==> config.mk <==
export PLATFORM = sky130hd
export DESIGN_NAME = fvb_search_cell
export DESIGN_NICKNAME = d
export VERILOG_FILES = /design/src/rtl/fvb_pkg.sv /design/src/rtl/fvb_search_cell.sv
export SDC_FILE = /design/constraint.sdc
export NUM_CORES = 1
export LEC_CHECK = 0
export BUFFER_PORTS_ARGS = -buffer_cell sky130_fd_sc_hd__buf_2
export CORE_ASPECT_RATIO = 0.8
export CORE_MARGIN = 2
export CORE_UTILIZATION = 45
export DETAILED_ROUTE_END_ITERATION = 10
export PLACE_DENSITY = 0.84
export SYNTH_ARGS = -nofsm -noshare
export SYNTH_HDL_FRONTEND = slang
export SYNTH_SLANG_ARGS = --single-unit
==> constraint.sdc <==
create_clock -name clock -period 7.7 [get_ports clock]
set_input_delay 1.925 -clock clock [delete_from_list [all_inputs] [get_ports clock]]
set_output_delay 1.925 -clock clock [all_outputs]
set_load 0.02 [all_outputs]
==> src/rtl/fvb_pkg.sv <==
// ---------------------------------------------------------------------------
// fvb_pkg
// Constants, types and float helpers of the feature value binner.
// ---------------------------------------------------------------------------
package fvb_pkg;

   localparam int MAX_FEATURES = 64;
   localparam int BIN_LIMIT    = 256;
   localparam int SLOTS        = ((BIN_LIMIT - 1) > 255) ? 255 : (BIN_LIMIT - 1);
   localparam int DEPTH        = MAX_FEATURES * SLOTS;
   localparam int ADDR_W       = $clog2(DEPTH);
   localparam int SEARCH_STEPS = $clog2(BIN_LIMIT);

   localparam int FEAT_W   = 6;
   localparam int ENTRY_W  = 8;
   localparam int COUNT_W  = 8;
   localparam int FCOUNT_W = 7;
   localparam int CSR_ADDR_W = 3;
   localparam int CSR_DATA_W = 32;

   localparam logic [1:0] MODE_WRITE = 2'd0;
   localparam logic [1:0] MODE_COUNT = 2'd1;
   localparam logic [1:0] MODE_MAP   = 2'd2;

   localparam logic [1:0] ST_OK    = 2'd0;
   localparam logic [1:0] ST_INF   = 2'd1;
   localparam logic [1:0] ST_RANGE = 2'd2;
   localparam logic [1:0] ST_BAD   = 2'd3;

   localparam logic REG_INPUT_IS_DOUBLE = 1'b0;
   localparam logic REG_FEATURE_COUNT   = 1'b1;

   localparam logic [10:0] EXP64_ALL_ONES = 11'h7FF;
   localparam logic [10:0] EXP64_FMAX     = 11'd1150;
   localparam logic [10:0] EXP64_NORM_MIN = 11'd897;
   localparam logic [10:0] EXP64_REBIAS   = 11'd896;
   localparam logic [10:0] EXP64_SUB_BASE = 11'd926;
   localparam logic [10:0] EXP64_SUB_MIN  = 11'd871;
   localparam logic [5:0]  SUB_SHIFT_MAX  = 6'd55;

   typedef struct packed {
      logic [1:0]         mode;
      logic [FEAT_W-1:0]  feature_index;
      logic [ENTRY_W-1:0] entry_index;
      logic [31:0]        boundary_bits;
      logic [COUNT_W-1:0] boundary_total;
      logic [63:0]        sample_bits;
   } req_item_type;

   typedef struct packed {
      logic [COUNT_W-1:0] bin_index;
      logic               is_missing;
      logic [1:0]         status;
   } rsp_item_type;

   typedef struct packed {
      logic               active;
      logic [COUNT_W-1:0] first;
      logic [COUNT_W-1:0] len;
      logic [31:0]        value;
      logic [ADDR_W-1:0]  base;
      logic               missing;
      logic [1:0]         status;
   } search_token_type;

   typedef struct packed {
      logic        missing;
      logic [1:0]  status;
      logic [31:0] value;
   } conv_type;

   // IEEE less-than on float32 patterns; false when either side is a NaN.
   function automatic logic flt_lt(input logic [31:0] a, input logic [31:0] b);
      logic a_nan;
      logic b_nan;
      logic res;
      a_nan = (&a[30:23]) && (|a[22:0]);
      b_nan = (&b[30:23]) && (|b[22:0]);
      if (a_nan || b_nan) begin
         res = 1'b0;
      end else if ((a[30:0] == '0) && (b[30:0] == '0)) begin
         res = 1'b0;
      end else if (a[31] != b[31]) begin
         res = a[31];
      end else if (!a[31]) begin
         res = a[30:0] < b[30:0];
      end else begin
         res = a[30:0] > b[30:0];
      end
      return res;
   endfunction

   // Reads a sample as float32, or rounds a float64 to float32 nearest even.
   function automatic conv_type convert_sample(input logic [63:0] bits,
                                               input logic is_double);
      conv_type    r;
      logic [10:0] ex64;
      logic        sgn;
      logic [52:0] sig;
      logic [5:0]  sh;
      logic [116:0] ext;
      logic [30:0] mag;
      logic        rb;
      logic        sb;
      logic        inc;
      r.missing = 1'b0;
      r.status  = ST_OK;
      r.value   = bits[31:0];
      ex64 = bits[62:52];
      sgn  = bits[63];
      sig  = {(ex64 != '0), bits[51:0]};
      sh   = SUB_SHIFT_MAX;
      ext  = '0;
      mag  = '0;
      rb   = 1'b0;
      sb   = 1'b0;
      inc  = 1'b0;
      if (!is_double) begin
         if (&bits[30:23]) begin
            if (|bits[22:0]) begin
               r.missing = 1'b1;
            end else begin
               r.status = ST_INF;
            end
         end
      end else if (ex64 == EXP64_ALL_ONES) begin
         if (|bits[51:0]) begin
            r.missing = 1'b1;
         end else begin
            r.status = ST_INF;
            r.value  = {sgn, 8'hFF, 23'b0};
         end
      end else if ((ex64 > EXP64_FMAX) ||
                   ((ex64 == EXP64_FMAX) && (&bits[51:29]) && (|bits[28:0]))) begin
         r.status = ST_RANGE;
         r.value  = {sgn, 8'hFF, 23'b0};
      end else if (ex64 >= EXP64_NORM_MIN) begin
         mag = {8'(ex64 - EXP64_REBIAS), bits[51:29]};
         rb  = bits[28];
         sb  = |bits[27:0];
         inc = rb & (sb | mag[0]);
         r.value = {sgn, mag + 31'(inc)};
      end else begin
         if (ex64 >= EXP64_SUB_MIN) begin
            sh = 6'(EXP64_SUB_BASE - ex64);
         end
         ext = {sig, 64'b0} >> sh;
         mag = ext[94:64];
         rb  = ext[63];
         sb  = |ext[62:0];
         inc = rb & (sb | mag[0]);
         r.value = {sgn, mag + 31'(inc)};
      end
      return r;
   endfunction

endpackage

==> src/rtl/fvb_search_cell.sv <==
// ---------------------------------------------------------------------------
// fvb_search_cell
// One halving step of the lower-bound search, handing its range onward.
// ---------------------------------------------------------------------------
module fvb_search_cell (
   input  logic                      clock,
   input  logic                      reset,
   input  fvb_pkg::search_token_type tok_in,
   input  logic [31:0]               rd_data,
   output fvb_pkg::search_token_type tok_out,
   output logic [fvb_pkg::ADDR_W-1:0] rd_addr
);
   import fvb_pkg::*;

   search_token_type tok_in_c;
   search_token_type tok_ff;
   logic [COUNT_W-1:0] half;

   always_comb begin
      tok_in_c = tok_in;
      half     = tok_in.len >> 1;
      if (tok_in.active && (tok_in.len != '0)) begin
         if (flt_lt(rd_data, tok_in.value)) begin
            tok_in_c.first = tok_in.first + half + COUNT_W'(1);
            tok_in_c.len   = tok_in.len - half - COUNT_W'(1);
         end else begin
            tok_in_c.len = half;
         end
      end
   end

   always_ff @(posedge clock) begin
      if (reset) begin
         tok_ff.active <= 1'b0;
      end else begin
         tok_ff <= tok_in_c;
      end
   end

   assign rd_addr = tok_in_c.active ?
                    (tok_in_c.base + ADDR_W'(tok_in_c.first) + ADDR_W'(tok_in_c.len >> 1)) :
                    '0;
   assign tok_out = tok_ff;
endmodule

==> impl_metrics.yaml <==
routing:
  vias: 4586
  top_layer: "met4"
  drt_wl_total_mm: 15.18
  viasPerCell: 5.479
  wl_met1_mm: 6.264
  drc: 0
  drt_iter0_markers: 304
  dr.pass1.iters: 5
  wl_per_cell_um: 18.14
  ant_nets: 0
  route.met3.wl_um: 824
  met2RoutedLength_mm: 7.730
global_routing:
  overflow: 0
  grt_max_degree: 66
  grt_pass1_vias: 4608
  grtUsageTotal_pct: 26.08
  antenna_found_initial: 1
  grt_pass1_wl_mm: 23.18
power:
  p_leak_uw: 0.003280
  powerDensity_nw_per_um2: 209.2
  vdd_ir_drop_max_mv: 0.1229
clock_network:
  cts_tree: "yes"
  cts_max_path_buffers: 2
  cts_root_buffer: "clkbuf_16"
  cts_max_level: 3
  ctsHoldBuffers: 0
  cts_sinks: 66
  cts_made_buffers: 9
  cts.clk_slew.worst_paths_ps: 60
sta:
  fmax_mhz: 122.3
  fin_crit_ps: 8177
  rsz0062_at_grt: "true"
  fin_tns_setup_ps: -3530
  worstMarginPinSlew_ps: 859.8
  slew_viol_final: 0
  slew_headroom_pct: 42.68
  finalCritPeriodShare_pct: 106.2
  setup_viol: 10
  hold_violations: 0
  worst_slack_ps: -476.8
critical_path:
  required_ps: 5780
  cp_max_fo: 3
  worst_ep_arrival_time_ps: 6250
  start_kind: "input pin"
  criticalPathCategory: "in2out"
  end_kind: "output pin"
yosys:
  synth_common_cells: "68 x inv_1, 65 x edfxtp_1, 58 x ha_1, 25 x a21oi_1, 24 x nand2_1"
  synthesis.nets: 609
  async_flop_share_pct: 0
  avgSynthCellArea_um2: 10.73
  synthTopCellsByArea: "edfxtp_1 41%, ha_1 15%, inv_1 5.4%, fa_1 4.2%, a21oi_1 2.6%"
  ys_ff_latch: 66
  ys_seq_area_share_pct: 41.66
  syn_inst: 441
  synth_top_area_share_pct: 41.24
  yosys.cell_count.top_type: "inv_1"
  synthesis.area_um2: 4733
  ys_warn_count: 0
  yosysUniqueCellTypes: 56
  synth-edff-count: 65
  synthFlopType: "edfxtp_1"
  synth_top_area_cell: "edfxtp_1"
status:
  outcome: "finished, violations left"
  violations: "negative setup slack"
die:
  die_h_um: 95.73
  num_rows: 33
  ios: 180
  dieArea_um2: 11360
  start_util_pct: 46.22
  die_width_um: 118.7
  core_um2: 10240
layout:
  post-route-util_pct: 72.73
  regArea_um2: 1972
  nNetsFinal: 859
  largest_register_ffs: 66
  fill_cells: 662
  drive_gt1_share_pct: 55.46
  multi_input_area_um2: 3104
  area_growth_syn_to_layout_pct: 57.34
placed_design:
  gp_congestion: 0.9382
  dp_hpwl_mm: 11.03
  placement.io_buffers: 179
hold_path:
  hp-class: "in2reg"
flow_run:
  drv_cap: 0
[report_power, final]
group	switching (µW)	internal (µW)	total, µW
Clock	172	317	488
Sequential	7.68	432	440
Combinational	341	289	630
Total	520	1040	1560
[repair_timing]
action | CTS | global route
pin swaps | 37 | 46
gates resized for setup | 61 | 52
setup endpoints to repair | 10 | 10
setup buffers | 8 | 8
[through the flow]
stage	setup slack (ps)	cell area [µm²]	hold WS [ps]	instances	power, µW
6_report	-476.8	7447	1774	837	1558
5_1_grt	-652.9	7445	1768	836	1621
4_1_cts	-325.2	7171	1769	828	1469
3_5_place_dp	-475.9	6536	2110	805	948.0
3_3_place_gp	-341.5	6536	2105	805	927.4
2_1_floorplan	-43.97	5127	1992	441	760.0
[layer usage]
layer  global-route usage (%)  vias to the layer above
li1                         -                     2132
met1                    30.98                     2240
met2                    47.70                      184
met3                    5.273                       30
met4                    9.028                        0
met5                        0                        -
[final timing paths]
check,from,end,slack (ps),depth (start not counted)
max,tok_in[38],rd_addr[10],-480,23
min,tok_in[0],tok_out[0],1770,1
[kinds of logic (layout without fill, tap and decap cells)]
| kind of cell | count (synthesis) | count (layout) | synth area share, % |
|---|---|---|---|
| fa+ha+maj | 68 | 68 | 19.56 |
| buf+inv | 74 | 329 | 6.212 |
| simple gates | 121 | 121 | 14.22 |
| xor+xnor | 16 | 16 | 2.961 |
| mux | 15 | 15 | 3.674 |
| other cells | 0 | 1 | 0 |
| flops | 66 | 66 | 41.66 |
| compound gates | 81 | 81 | 11.71 |
[layout make-up]
class | count | share of cell area (%)
Clock buffer | 9 | 3.024
Sequential cell | 66 | 26.48
Inverter | 68 | 3.730
Multi-Input combinational cell | 301 | 41.68
Tap cell | 140 | 2.352
Timing Repair Buffer | 245 | 21.14
Antenna cell | 1 | 0.03360
Clock inverter | 7 | 1.563
[cells in the final DEF (no fill, tap or decap), types with 4 or more instances in the layout]
cell type,n
xnor2_1,9
buf_2,151
ha_4,26
nor2_1,19
fa_1,8
inv_4,9
inv_2,18
clkbuf_16,9
ha_2,4
buf_8,4
buf_4,68
o21bai_1,4
or3_1,4
buf_6,22
xor2_1,6
ha_1,28
a21oi_1,19
mux2i_2,4
nor4_2,8
inv_1,41
nor3_1,8
mux2i_1,4
a21oi_2,5
o31ai_1,4
nand4_1,17
nand2_1,23
o21ai_1,5
mux2_4,5
nor4_1,6
o21ai_0,6
edfxtp_1,65
nand3_1,5
[worst max-delay path: stages]
cell      delay (ps)
buf_8            110
inv_4             50
ha_4             190
a41oi_2          170
o21ai_1          110
a221oi_2         310
o21ai_2          120
buf_6            140
o31ai_4          340
buf_4            180
o21ai_2           60
a31o_2           270
fa_1             580
inv_2             60
ha_4             210
a21o_1           160
a21oi_2          150
nor2b_1           80
o21a_1           220
o211ai_1         290
o21ai_1          160
mux2i_2          200
buf_4            170
Power figures use the tool's default switching activity.
